<file path="config.mk">
export PLATFORM = sky130hd
export DESIGN_NAME = generational_handle_allocator_flat
export DESIGN_NICKNAME = d
export VERILOG_FILES = /design/src/gha_pkg.sv /design/src/gha_stream_if.sv /design/src/gha_version_mem.sv /design/src/gha_free_map.sv /design/src/generational_handle_allocator.sv /design/src/flat_wrapper.sv
export VERILOG_INCLUDE_DIRS = /design/src /design/src/src
export SDC_FILE = /design/constraint.sdc
export NUM_CORES = 1
export LEC_CHECK = 0
export ABC_AREA = 1
export BUFFER_PORTS_ARGS = -buffer_cell sky130_fd_sc_hd__buf_2
export CAP_MARGIN = 0
export CORE_AREA = 4 4 41 43
export CTS_BUF_LIST = sky130_fd_sc_hd__clkbuf_2 sky130_fd_sc_hd__clkbuf_4 sky130_fd_sc_hd__clkbuf_8
export DETAILED_ROUTE_END_ITERATION = 12
export DIE_AREA = 0 0 45 47
export SLEW_MARGIN = 40
export SYNTH_ARGS = -nofsm -noshare
export SYNTH_HDL_FRONTEND = slang
export SYNTH_HIERARCHICAL = 1
export SYNTH_SLANG_ARGS = --single-unit
</file>
<file path="constraint.sdc">
create_clock -name clk -period 2.7 [get_ports clk]
set_input_delay 0 -clock clk [delete_from_list [all_inputs] [get_ports clk]]
set_output_delay 0 -clock clk [all_outputs]
set_load 0.02 [all_outputs]
</file>
<file path="src/generational_handle_allocator_assert.svh">
// assertion macros for the generational handle allocator
`ifndef GENERATIONAL_HANDLE_ALLOCATOR_ASSERT_SVH
`define GENERATIONAL_HANDLE_ALLOCATOR_ASSERT_SVH

// same-cycle implication, disabled during reset
`define GHA_ASSERT_IMP(lbl, ante, cons, msg) \
	lbl: assert property (@(posedge clk) disable iff (!arst_n) (ante) |-> (cons)) \
		else $error(msg);

// next-cycle implication, disabled during reset
`define GHA_ASSERT_NXT(lbl, ante, cons, msg) \
	lbl: assert property (@(posedge clk) disable iff (!arst_n) (ante) |=> (cons)) \
		else $error(msg);

`endif

</file>
<file path="src/gha_pkg.sv">
// shared types, codes and defaults of the generational handle allocator
package gha_pkg;

	// defaults for the top level parameters
	localparam int unsigned POOL_SLOTS_DEF   = 256;
	localparam int unsigned VERSION_BITS_DEF = 16;

	// fixed field widths
	localparam int unsigned SLOT_IDX_W  = 8;
	localparam int unsigned VER_FIELD_W = 16;

	// width of one leaf group of the freed-slot search tree
	localparam int unsigned FREE_GROUP_BITS = 16;

	// request codes
	localparam logic [1:0] REQ_LOOKUP = 2'd0;
	localparam logic [1:0] REQ_CREATE = 2'd1;
	localparam logic [1:0] REQ_REMOVE = 2'd2;

	// status codes
	localparam logic [1:0] ST_OK       = 2'd0;
	localparam logic [1:0] ST_NOT_LIVE = 2'd1;
	localparam logic [1:0] ST_FULL     = 2'd2;
	localparam logic [1:0] ST_RANGE    = 2'd3;

	// request item
	typedef struct packed {
		logic [1:0]             req_type;
		logic [SLOT_IDX_W-1:0]  slot_index;
		logic [VER_FIELD_W-1:0] handle_version;
	} req_item_t;

	// result item
	typedef struct packed {
		logic [SLOT_IDX_W-1:0]  result_slot;
		logic [VER_FIELD_W-1:0] result_version;
		logic [1:0]             status;
	} rsp_item_t;

	// update command for the freed map
	typedef struct packed {
		logic wr;
		logic freed;
	} free_upd_t;

endpackage

</file>
<file path="src/gha_stream_if.sv">
// valid/ready stream interface carrying one item per handshake
interface gha_stream_if #(
	parameter type T = logic
) ();
	logic valid;
	logic ready;
	T     data;

	modport source (output valid, output data, input ready);
	modport sink (input valid, input data, output ready);
endinterface

</file>
<file path="src/gha_version_mem.sv">
// slot version memory, one write and one registered read port
module gha_version_mem #(
	parameter int unsigned DEPTH = gha_pkg::POOL_SLOTS_DEF,
	parameter int unsigned WIDTH = gha_pkg::VERSION_BITS_DEF
) (
	input  logic                     clk,
	input  logic                     rd_en,
	input  logic [$clog2(DEPTH)-1:0] rd_addr,
	output logic [WIDTH-1:0]         rd_data,
	input  logic                     wr_en,
	input  logic [$clog2(DEPTH)-1:0] wr_addr,
	input  logic [WIDTH-1:0]         wr_data
);
	import gha_pkg::*;

	logic [WIDTH-1:0] mem [DEPTH];

	// write port
	always_ff @(posedge clk) begin
		if (wr_en) begin
			mem[wr_addr] <= wr_data;
		end
	end

	// registered read port
	always_ff @(posedge clk) begin
		if (rd_en) begin
			rd_data <= mem[rd_addr];
		end
	end
endmodule

</file>
<file path="src/gha_free_map.sv">
// freed-slot bitmap with a registered two-level lowest-set search
module gha_free_map #(
	parameter int unsigned POOL_SLOTS = gha_pkg::POOL_SLOTS_DEF
) (
	input  logic                          clk,
	input  logic                          arst_n,
	input  logic [$clog2(POOL_SLOTS)-1:0] rd_slot,
	output logic                          rd_freed,
	input  gha_pkg::free_upd_t            upd,
	input  logic [$clog2(POOL_SLOTS)-1:0] upd_slot,
	output logic                          found,
	output logic [$clog2(POOL_SLOTS)-1:0] lowest
);
	import gha_pkg::*;

	localparam int unsigned SLOT_W = $clog2(POOL_SLOTS);
	localparam int unsigned GRP    = FREE_GROUP_BITS;
	localparam int unsigned GW     = $clog2(GRP);
	localparam int unsigned NGRP   = (POOL_SLOTS + GRP - 1) / GRP;
	localparam int unsigned PAD_W  = NGRP * GRP;

	logic [POOL_SLOTS-1:0] freed_q;
	logic [PAD_W-1:0]      padded;
	logic [NGRP-1:0]       grp_any;
	logic [GW-1:0]         grp_idx [NGRP];
	logic [NGRP-1:0]       grp_any_q;
	logic [GW-1:0]         grp_idx_q [NGRP];
	logic [31:0]           low_full;

	// freed bits, cleared by reset
	always_ff @(posedge clk or negedge arst_n) begin
		if (!arst_n) begin
			freed_q <= '0;
		end else if (upd.wr) begin
			freed_q[upd_slot] <= upd.freed;
		end
	end

	assign rd_freed = freed_q[rd_slot];

	// leaf level: lowest set bit inside each group
	assign padded = PAD_W'(freed_q);

	always_comb begin
		for (int g = 0; g < NGRP; g++) begin
			grp_any[g] = 1'b0;
			grp_idx[g] = '0;
			for (int b = GRP - 1; b >= 0; b--) begin
				if (padded[g*GRP + b]) begin
					grp_any[g] = 1'b1;
					grp_idx[g] = GW'(b);
				end
			end
		end
	end

	// leaf results registered every cycle
	always_ff @(posedge clk or negedge arst_n) begin
		if (!arst_n) begin
			grp_any_q <= '0;
			for (int g = 0; g < NGRP; g++) begin
				grp_idx_q[g] <= '0;
			end
		end else begin
			grp_any_q <= grp_any;
			for (int g = 0; g < NGRP; g++) begin
				grp_idx_q[g] <= grp_idx[g];
			end
		end
	end

	// root level: lowest group holding a freed slot
	always_comb begin
		found    = |grp_any_q;
		low_full = '0;
		for (int g = NGRP - 1; g >= 0; g--) begin
			if (grp_any_q[g]) begin
				low_full = 32'(g * GRP) + 32'(grp_idx_q[g]);
			end
		end
	end

	assign lowest = SLOT_W'(low_full);
endmodule

</file>
<file path="src/generational_handle_allocator.sv">
// generational handle allocator top level: sequencer, result register, state
//
//  channel  modport  payload                                        role
//  req      sink     req_type, slot_index, handle_version           requests in
//  rsp      source   result_slot, result_version, status           one result per item
//
// each item passes accept, read (freed search and version read) and
// execute (write back and load the result register)
// the read stage waits on the registered freed-search tree and the registered
// read port of the version memory; the next item is accepted after execute
// reset clears the freed map, the high-water mark and the control state at once
// a waiting result does not block acceptance; execute holds until the result
// register is free
module generational_handle_allocator #(
	parameter int unsigned POOL_SLOTS   = gha_pkg::POOL_SLOTS_DEF,
	parameter int unsigned VERSION_BITS = gha_pkg::VERSION_BITS_DEF
) (
	input logic          clk,
	input logic          arst_n,
	gha_stream_if.sink   req,
	gha_stream_if.source rsp
);
	import gha_pkg::*;

`include "generational_handle_allocator_assert.svh"

	localparam int unsigned SLOT_W = $clog2(POOL_SLOTS);
	localparam int unsigned HW_W   = $clog2(POOL_SLOTS + 1);
	localparam int unsigned CW     = (HW_W > SLOT_IDX_W) ? HW_W : SLOT_IDX_W;

	typedef enum logic [2:0] {
		ST_IDLE = 3'b001,
		ST_READ = 3'b010,
		ST_EXEC = 3'b100
	} state_t;

	state_t                  state_q;
	req_item_t               req_q;
	logic [SLOT_W-1:0]       addr_q;
	logic                    reuse_q;
	logic [HW_W-1:0]         hw_q;
	rsp_item_t               rsp_q;
	logic                    rsp_valid_q;

	logic                    accept;
	logic                    exec_fire;
	logic                    in_range;
	logic                    rd_freed;
	logic                    found;
	logic [SLOT_W-1:0]       lowest;
	logic [SLOT_W-1:0]       rd_addr;
	logic [VERSION_BITS-1:0] mem_rd;
	logic                    mem_wr;
	logic [VERSION_BITS-1:0] mem_wdata;
	free_upd_t               free_upd;
	logic                    hw_inc;
	rsp_item_t               rsp_next;

	// handshake
	assign req.ready = (state_q == ST_IDLE);
	assign accept    = req.valid && req.ready;
	assign exec_fire = (state_q == ST_EXEC) && (!rsp_valid_q || rsp.ready);
	assign rsp.valid = rsp_valid_q;
	assign rsp.data  = rsp_q;

	// sequencer
	always_ff @(posedge clk or negedge arst_n) begin
		if (!arst_n) begin
			state_q <= ST_IDLE;
		end else begin
			unique case (state_q)
				ST_IDLE: if (accept) state_q <= ST_READ;
				ST_READ: state_q <= ST_EXEC;
				ST_EXEC: if (exec_fire) state_q <= ST_IDLE;
				default: state_q <= ST_IDLE;
			endcase
		end
	end

	// request capture
	always_ff @(posedge clk) begin
		if (accept) begin
			req_q <= req.data;
		end
	end

	// read stage: pick the slot and read its version
	assign rd_addr = (req_q.req_type == REQ_CREATE) ? lowest : SLOT_W'(req_q.slot_index);

	always_ff @(posedge clk) begin
		if (state_q == ST_READ) begin
			reuse_q <= found;
			if (req_q.req_type == REQ_CREATE) begin
				addr_q <= found ? lowest : SLOT_W'(hw_q);
			end else begin
				addr_q <= SLOT_W'(req_q.slot_index);
			end
		end
	end

	gha_version_mem #(
		.DEPTH (POOL_SLOTS),
		.WIDTH (VERSION_BITS)
	) u_mem (
		.clk     (clk),
		.rd_en   (state_q == ST_READ),
		.rd_addr (rd_addr),
		.rd_data (mem_rd),
		.wr_en   (mem_wr),
		.wr_addr (addr_q),
		.wr_data (mem_wdata)
	);

	gha_free_map #(
		.POOL_SLOTS (POOL_SLOTS)
	) u_free (
		.clk      (clk),
		.arst_n   (arst_n),
		.rd_slot  (addr_q),
		.rd_freed (rd_freed),
		.upd      (free_upd),
		.upd_slot (addr_q),
		.found    (found),
		.lowest   (lowest)
	);

	// execute stage: decide the result and the write back
	assign in_range = CW'(req_q.slot_index) < CW'(hw_q);

	always_comb begin
		mem_wr         = 1'b0;
		mem_wdata      = '0;
		free_upd.wr    = 1'b0;
		free_upd.freed = 1'b0;
		hw_inc         = 1'b0;
		rsp_next       = '{result_slot: '0, result_version: '0, status: ST_NOT_LIVE};
		unique case (req_q.req_type)
			REQ_LOOKUP: begin
				if (in_range && !rd_freed
					&& mem_rd == VERSION_BITS'(req_q.handle_version)) begin
					rsp_next.result_slot    = req_q.slot_index;
					rsp_next.result_version = VER_FIELD_W'(mem_rd);
					rsp_next.status         = ST_OK;
				end
			end
			REQ_CREATE: begin
				if (reuse_q) begin
					mem_wr                  = 1'b1;
					mem_wdata               = mem_rd + VERSION_BITS'(1);
					free_upd.wr             = 1'b1;
					rsp_next.result_slot    = SLOT_IDX_W'(addr_q);
					rsp_next.result_version = VER_FIELD_W'(mem_wdata);
					rsp_next.status         = ST_OK;
				end else if (hw_q == HW_W'(POOL_SLOTS)) begin
					rsp_next.status = ST_FULL;
				end else begin
					mem_wr                  = 1'b1;
					mem_wdata               = VERSION_BITS'(1);
					hw_inc                  = 1'b1;
					rsp_next.result_slot    = SLOT_IDX_W'(addr_q);
					rsp_next.result_version = VER_FIELD_W'(mem_wdata);
					rsp_next.status         = ST_OK;
				end
			end
			REQ_REMOVE: begin
				rsp_next.result_slot = req_q.slot_index;
				if (in_range) begin
					free_upd.wr     = 1'b1;
					free_upd.freed  = 1'b1;
					rsp_next.status = ST_OK;
				end else begin
					rsp_next.status = ST_RANGE;
				end
			end
			default: begin
				rsp_next.status = ST_NOT_LIVE;
			end
		endcase
		if (!exec_fire) begin
			mem_wr      = 1'b0;
			free_upd.wr = 1'b0;
			hw_inc      = 1'b0;
		end
	end

	// high-water mark
	always_ff @(posedge clk or negedge arst_n) begin
		if (!arst_n) begin
			hw_q <= '0;
		end else if (hw_inc) begin
			hw_q <= hw_q + HW_W'(1);
		end
	end

	// result register
	always_ff @(posedge clk or negedge arst_n) begin
		if (!arst_n) begin
			rsp_valid_q <= 1'b0;
		end else if (exec_fire) begin
			rsp_valid_q <= 1'b1;
		end else if (rsp.ready) begin
			rsp_valid_q <= 1'b0;
		end
	end

	always_ff @(posedge clk) begin
		if (exec_fire) begin
			rsp_q <= rsp_next;
		end
	end

	// checks
	`GHA_ASSERT_IMP(a_hw_bound, 1'b1, hw_q <= HW_W'(POOL_SLOTS), "high-water mark beyond pool")
	`GHA_ASSERT_IMP(a_hw_step, hw_q != $past(hw_q),
		$past(state_q) == ST_EXEC && hw_q == $past(hw_q) + HW_W'(1),
		"high-water mark moved outside execute")
	`GHA_ASSERT_NXT(a_rsp_load, exec_fire, rsp_valid_q, "result lost after execute")
	`GHA_ASSERT_IMP(a_exec_wait, state_q == ST_EXEC && rsp_valid_q && !rsp.ready,
		!exec_fire && !mem_wr && !free_upd.wr, "write back while result register full")
endmodule
</file>
<file path="src/flat_wrapper.sv">
// flat-port wrapper written by rule: the top's interface ports become plain ports
module generational_handle_allocator_flat import gha_pkg::*;
#(
	parameter int unsigned POOL_SLOTS   = gha_pkg::POOL_SLOTS_DEF,
	parameter int unsigned VERSION_BITS = gha_pkg::VERSION_BITS_DEF
)
  (clk, arst_n, req_valid, req_data, req_ready, rsp_valid, rsp_data, rsp_ready);
  gha_stream_if req_i ();
  gha_stream_if rsp_i ();
  input logic clk;
  input logic arst_n;
  input wire logic [$bits(req_i.valid)-1:0] req_valid;
  input wire logic [$bits(req_i.data)-1:0] req_data;
  output wire logic [$bits(req_i.ready)-1:0] req_ready;
  output wire logic [$bits(rsp_i.valid)-1:0] rsp_valid;
  output wire logic [$bits(rsp_i.data)-1:0] rsp_data;
  input wire logic [$bits(rsp_i.ready)-1:0] rsp_ready;
  assign req_i.valid = req_valid;
  assign req_i.data = req_data;
  assign req_ready = req_i.ready;
  assign rsp_valid = rsp_i.valid;
  assign rsp_data = rsp_i.data;
  assign rsp_i.ready = rsp_ready;
  generational_handle_allocator #(.POOL_SLOTS(POOL_SLOTS), .VERSION_BITS(VERSION_BITS)) u_core (.clk(clk), .arst_n(arst_n), .req(req_i), .rsp(rsp_i));
endmodule
</file>
Word-level counts from Yosys, hierarchy flattened
Cells that the tools add are included.
{"block": "word_totals", "ff_bits": 4, "inputBits": 5, "wordCells": 18}
{"block": "op_classes", "eq_ne": 5, "mux": 5, "reduce_logical": 6}
{"op": "case mux 3 bit (3 select lines)", "count": 1}
{"op": "two-way mux 3 bit", "count": 2}
{"op": "equality test 3 x 1 -> 1 bit, second input constant", "count": 1}
{"op": "equality test 3 x 2 -> 1 bit, second input constant", "count": 1}
{"op": "equality test 3 bit, second input constant", "count": 1}
{"op": "logical AND 1 bit", "count": 2}
{"op": "two-way mux 1 bit", "count": 2}
{"op": "inequality test 2 x 1 -> 1 bit, second input constant", "count": 1}
{"op": "inequality test 2 bit, second input constant", "count": 1}
{"op": "AND reduction 2 bit", "count": 1}
{"op": "nonzero test 2 bit", "count": 1}
{"op": "zero test 1 bit", "count": 1}
{"op": "logical OR 1 bit", "count": 1}

Longest topological paths before layout
Gate-level depths: netlist (run 1).
{"block": "depth", "depth_word": 5, "depth_mapped": 6, "depth_no_buf": 6}

Worst setup path after synthesis (run 1)
Ideal clock, no wire load.
{"block": "synth_path", "path_kind": "register -> register", "from": "register u_core.state_q[0]", "to": "register u_core.state_q[0]", "setup_time_ps": 60, "arrival_ps": 893, "slack_ps": 1746, "stages_incl_launch_ff": 7, "period_less_slack_ps": 954, "path_cell_list": "dfstp_2 -> inv_1 -> nor2_1 -> nand2_1 -> clkinv_2 -> nand2_2 -> nand2_1"}
{"block": "synth_via", "elab_chain_len": 4, "word_cells_on_any_way": 9}
{"element": "start, declared", "line": "generational_handle_allocator.sv:37", "source": "state_t state_q;"}
{"element": "start signal, assigned", "line": "generational_handle_allocator.sv:69", "source": "state_q <= ST_IDLE;"}
{"element": "start signal, assigned", "line": "generational_handle_allocator.sv:72", "source": "ST_IDLE: if (accept) state_q <= ST_READ;"}
{"element": "start signal, assigned", "line": "generational_handle_allocator.sv:73", "source": "ST_READ: state_q <= ST_EXEC;"}
{"element": "equality test 3 x 1 -> 1 bit *", "line": "generational_handle_allocator.sv:60", "source": "assign req.ready = (state_q == ST_IDLE);"}
{"element": "net req_ready", "line": "flat_wrapper.sv:14", "source": "output wire logic [$bits(req_i.ready)-1:0] req_ready;"}
{"element": "logical AND 1 bit", "line": "generational_handle_allocator.sv:61", "source": "assign accept = req.valid && req.ready;"}
{"element": "inequality test 2 bit (no source line)"}
{"element": "AND reduction 2 bit (no source line)"}
The timed path passes the listed nets; every way through them passes the cells marked *.
A chain may end at the register's enable or synchronous reset.

Worst setup path in the final report (run 1)
{"block": "layout_path", "from": "register u_core.state_q[0]", "to": "output port req_ready"}
{"block": "layout_via", "elab_chain_len": 1}
{"element": "equality test 3 x 1 -> 1 bit", "line": "generational_handle_allocator.sv:60"}
{"element": "end, declared", "line": "flat_wrapper.sv:14"}
Every way passes these cells.

==> out/metrics.yaml, run 1 <==
synthesis:
  synth_area_um2: 191
  yosysWarnings: 6
  syn_nets: 29
  async_reset_ff_share_pct: 100
  ys_seq_area_share_pct: 52.9
  ys_top_cells_by_count: "nand2_1 (4), dfrtp_1 (3), inv_1 (3), nand3_1 (3), nor2_1 (3)"
  synth_area_per_cell_um2: 7.98
  synth_area_leaders: "dfrtp_1 (39%), dfstp_2 (14%), nand3_1 (7.8%)"
  synth_top_area_share_pct: 39.2
  ys_ff_latch: 4
  yosysMostFrequentCell: "nand2_1"
  ys.flop_type: "dfrtp_1"
  synth_area_leader_cell: "dfrtp_1"
  syn_inst: 24
  synthDistinctLibCells: 13
  synth_edf_count: 0
layout:
  final_core_util_pct: 22.1
  diodes: 0
  areaGrowthSynthToFinish_pct: 50.3
  fill_cells: 158
  fin_nets: 41
  final_layout_size_suffix_gt1_share_pct: 37.1
clock_tree:
  path_clk_slew_ns: 0.04
  cts_root_buf: "clkbuf_4"
  cts_max_path_buffers: 2
  clock_latency_ns: 0.24
  cts_htree_levels: 1
  cts_tree: "built"
  numCtsBuffers: 3
  cts.sinks: 4
  post_cts.repair.setup_buffers: 0
timing:
  slew_viol_final: 0
  rsz0062_at_grt: "no"
  setup_ws_ns: 1.52
  max_freq_mhz: 851
  setup_viol: 0
  finalClockSkew_ns: 0.0102
  final_hold_viol_count: 0
  period_share_pct: 43.5
  setup-tns-final_ns: 0
  post-route-min-period_ns: 1.18
  whs_ns: 0.0906
global_routing:
  grt_pass1_wl_um: 655
  grt_pass1_vias: 165
  grt_remaining_overflow: 0
  grt_max_degree: 5
  grt_usage_pct: 5.00
  antenna_found_initial: 0
hold_path:
  hp-class: "in -> async"
setup_path:
  ff2ff_path_depth: 5
  r2r-start: "u_core/state_q[0]"
  crit_type: "reg -> out"
  r2r-end: "u_core/state_q[0]"
  crit_path_end_kind: "output pin"
  crit_arrival_ns: 1.18
  cp_max_fo: 3
  rrSetupSlack_ns: 1.75
  crit_required_ns: 2.70
  start_kind: "register"
placement:
  port_buffers: 5
  place_congestion: 0.624
  place_ws_ns: 1.76
route:
  wl_per_cell_um: 7.20
  routed_wirelength_um: 360
  drt_iter0_drc: 1
  antenna_left: 0
  drc: 0
  dr_total_vias: 171
  vias_per_cell: 3.42
  drt_pass1_iterations: 2
die:
  std_cell_rows: 13
  dieHeight_um: 47
  initial_utilization_pct: 14.7
  die_w_um: 45
  die_area_um2: 2120
  core_um2: 1300
  pin_count: 8
run:
  max-cap-violations: 0
power:
  p_leak_uw: 0.000156
  peakVddDrop_uv: 389
  power_density_nw_per_um2: 1020
run_status:
  status: "finished, final reports clean"
## per-layer routing
metal  vias to the layer above  routed length [µm]  GRT usage, %
li1                         94                   -             -
met1                        67                 173          5.07
met2                         8                 126          5.37
met3                         2                  54          6.13
met4                         0                   6          3.51
met5                         -                   0             0
## power breakdown
group	switching, µW	internal [µW]	leakage, µW
Clock	27.0	65.6	0.0000184
Sequential	14.5	85.5	0.0000510
Combinational	64.8	36.1	0.0000862
Total	106	187	0.000156
## worst max path at each step
| stage | depth (start not counted) | start | endpoint |
|---|---|---|---|
| after floorplan | 6 | u_core/state_q[0] | u_core/state_q[0] |
| after global placement | 5 | u_core/state_q[0] | u_core/state_q[0] |
| after detailed placement | 5 | u_core/state_q[0] | u_core/state_q[0] |
| after CTS | 5 | u_core/state_q[0] | req_ready |
| after global routing | 5 | u_core/state_q[0] | req_ready |
| final | 5 | u_core/state_q[0] | req_ready |
## cells in the final DEF, fill, tap and decap left out, drive strengths merged
cell	netlist	routed
dlygate4sd3	0	3
o21ai	1	1
nor4	1	1
dfstp	1	1
nor2	3	3
dfrtp	3	3
clkinv	1	1
inv	4	4
conb	1	1
nand2	5	5
nand3	3	3
clkbuf	0	4
buf	1	5
## timing repair
action	in CTS	in global routing
gates resized for setup	0	0
endpoints found under the hold margin	6	0
hold buffers	3	0
## area by class of cell
type | count | area, µm² | share of cell area [%]
clock buffer | 4 | 30.0 | 10.4
multi-input combinational | 14 | 62.6 | 21.7
timing repair buffer | 8 | 55.1 | 19.1
inverter | 5 | 20.0 | 6.96
tap | 15 | 18.8 | 6.52
sequential | 4 | 101 | 35.2
## metrics by stage
step | power, µW | area, µm² | instances
final | 294 | 288 | 50
after global routing | 323 | 288 | 50
after CTS | 299 | 288 | 50
after detailed placement | 199 | 228 | 43
after global placement | 198 | 228 | 43
after floorplan | 174 | 191 | 24
## flip-flops by register name (all words and copies together) (netlist names)
register          count
u_core/rsp.valid      1
u_core/state_q        3
## worst max-delay path, stage by stage (launching register included)
cell and delay [ns]:
dfstp_2 0.52, inv_1 0.06, nor2_1 0.08, nand2_1 0.08, clkinv_2 0.06, buf_2 0.15
## kinds of logic (layout without fill, tap and decap cells)
| family | count (synthesis) | in the layout | synth area share [%] |
|---|---|---|---|
| AOI/OAI and AO/OA | 1 | 1 | 2.61 |
| buffers and inverters | 6 | 17 | 14.4 |
| DFF | 4 | 4 | 52.9 |
| other | 1 | 1 | 1.96 |
| and+or+nand+nor | 12 | 12 | 28.1 |
Power figures use the tool's default switching activity.
==> inputs of run 2 (changes only) <==
- clock period: 2.7 -> 1 ns (I/O delays scaled with it)
==> run 2 against run 1 <==
Net effect: the flow now finishes with violations (negative setup slack); clock-buffer cell count did not move; die area unchanged; wire length up 5.8%; final area rose by 11%; critical path type unchanged.
==> out/metrics.yaml, run 2 (synthesis results as in run 1) <==
route:
  drt_pass1_iterations: 2  # unchanged
  drt_iter0_drc: 5  # +4
  drc: 0  # unchanged
  routed_wirelength_um: 381  # +5.8%
  wl_per_cell_um: 7.33  # +1.8%
  dr_total_vias: 181  # +5.8%
  vias_per_cell: 3.48  # +1.8%
  antenna_left: 0  # unchanged
hold_path:
  hp-class: "in -> async"
clock_tree:
  cts_htree_levels: 1  # unchanged
  cts.sinks: 4  # unchanged
  cts_max_path_buffers: 2  # unchanged
  clock_latency_ns: 0.24  # about the same
  cts_root_buf: "clkbuf_4"
  path_clk_slew_ns: 0.04  # about the same
  cts_tree: "built"
  numCtsBuffers: 3  # unchanged
setup_path:
  slowest_delay_ns: 0.53  # about the same
  crit_required_ns: 1.00  # -1.70 ns
  crit_type: "reg -> out"
  critPathLaunch: "u_core/state_q[0]"
  start_kind: "register"
  crit_arrival_ns: 1.11  # -0.07 ns
  crit_chain: "inv_2 -> nor2_2 -> nand2_2 -> clkinv_2 -> buf_6"
  r2r-start: "u_core/state_q[0]"
  crit_slowest_cell: "dfstp_2"
  cp_max_fo: 2  # -1
  crit_path_end_kind: "output pin"
placement:
  place_ws_ns: 0.0523  # -1.70 ns
  place_congestion: 0.624  # about the same
  port_buffers: 5  # unchanged
global_routing:
  grt_pass1_wl_um: 690  # +5.3%
  antenna_found_initial: 0  # unchanged
  grt_usage_pct: 4.92  # -0.079 points
  grt_max_degree: 5  # unchanged
  grt_remaining_overflow: 0  # unchanged
  grt_pass1_vias: 177  # +7.3%
die:
  core_um2: 1300  # unchanged
  die_w_um: 45  # unchanged
  std_cell_rows: 13  # unchanged
  initial_utilization_pct: 14.7  # unchanged
  die_area_um2: 2120  # unchanged
  dieHeight_um: 47  # unchanged
  pin_count: 8  # unchanged
power:
  p_sw_share_pct: 34.9  # -1.3 points
  power_frac_seq_pct: 29.8  # -4.3 points
  pwr-share-clk_pct: 26.4  # -5.2 points
  p_int_uw: 610  # +230%
  power_uw: 937  # +220%
  p_comb_share_pct: 43.8  # +9.4 points
  peakVddDrop_uv: 1150  # +200%
  p_leak_uw: 0.000170  # +9.2%
  power_density_nw_per_um2: 2940  # +190%
  p_switching_uw: 327  # +210%
run_status:
  status: "complete, but fails checks"
  failed_checks: "negative setup slack"
layout:
  areaGrowthSynthToFinish_pct: 66.7
  layout_common_cells: "clkbuf_4 (4), buf_2 (4), dlygate4sd3_1 (3), nand2_1 (3), dfrtp_1 (3)"
  fin_nets: 43  # +4.9%
  final_layout_size_suffix_gt1_share_pct: 51.4  # +14 points
  top_register: "u_core/state_q"
  largest_reg_flops: 3  # unchanged
  diodes: 0  # unchanged
timing:
  period_share_pct: 111
  finalClockSkew_ns: 0.00965  # -0.000547 ns
  final_hold_viol_count: 0  # unchanged
  post-route-min-period_ns: 1.11
  max_freq_mhz: 903
  setup_viol: 3  # +3
  setup_ws_ns: -0.108  # -1.63 ns
  rsz0062_at_grt: "yes"
  slew_viol_final: 0  # unchanged
  setup-tns-final_ns: -0.142  # -0.142 ns
run:
  max-cap-violations: 0  # unchanged
==> run 2: through the flow <==
step           hold slack [ns]  area [µm²]  cells  utilization [%]
2_1_floorplan           -0.296         191     24                -
3_3_place_gp            -0.192         228     43             17.5
3_5_place_dp            -0.191         228     43             17.5
4_1_cts                 0.0958         309     52             23.8
5_1_grt                  0.120         319     52             24.5
6_report                0.0911         319     52             24.5
==> run 2: power by group through the flow <==
stage | sequential, µW | combinational (µW) | clock, µW
after global placement | 271 | 265 | 0
final | 279 | 410 | 248
after detailed placement | 272 | 266 | 0
after CTS | 276 | 382 | 256
after global routing | 289 | 460 | 269
after floorplan | 276 | 193 | 0
==> run 2: area by class of cell <==
class                   count  area, µm²
fillers                   153        982
flip-flops and latches      4        101
repair buffers             10       76.3
multi-input cells          14       72.6
clock buffers               4       30.0
inverters                   5       20.0
well taps                  15       18.8
==> run 2: path summary, 6_finish.rpt <==
kind | endpoint | slack [ns] | depth (start not counted)
worst max-delay path | req_ready | -0.11 | 5
worst min-delay path | u_core/state_q[2] | 0.09 | 2
worst max register to register | u_core/state_q[0] | -0.02 | 6
worst min register to register | u_core/state_q[1] | 0.50 | 1
max in group asynchronous | u_core/state_q[0] | 0.70 | 2
min in group clk | u_core/state_q[1] | 0.50 | 1
==> run 2: worst max-delay path: cells and delay by family (launching register included) <==
family                 cells  cell delay (ns)
AND/OR/NAND/NOR            2             0.14
buffers and inverters      3             0.21
flip-flops                 1             0.53
==> run 2: repair_timing <==
action | 4_1_cts | 5_1_grt
pin swaps | 2 | 3
endpoints found under the hold margin | 6 | 0
resized for setup | 3 | 3
hold buffers | 3 | 0
endpoints found under the setup margin | 1 | 3
buffers inserted | 2 | 0
==> run 2: per-layer routing <==
layer  vias to the layer above  track usage (%)  share of wire, %  wire (µm)
li1                         97                -                 -          -
met4                         0                0                 0          0
met1                        74             5.30                47        179
met2                        10             6.50                36        139
met3                         0             6.13                16         62
met5                         -                0                 0          0
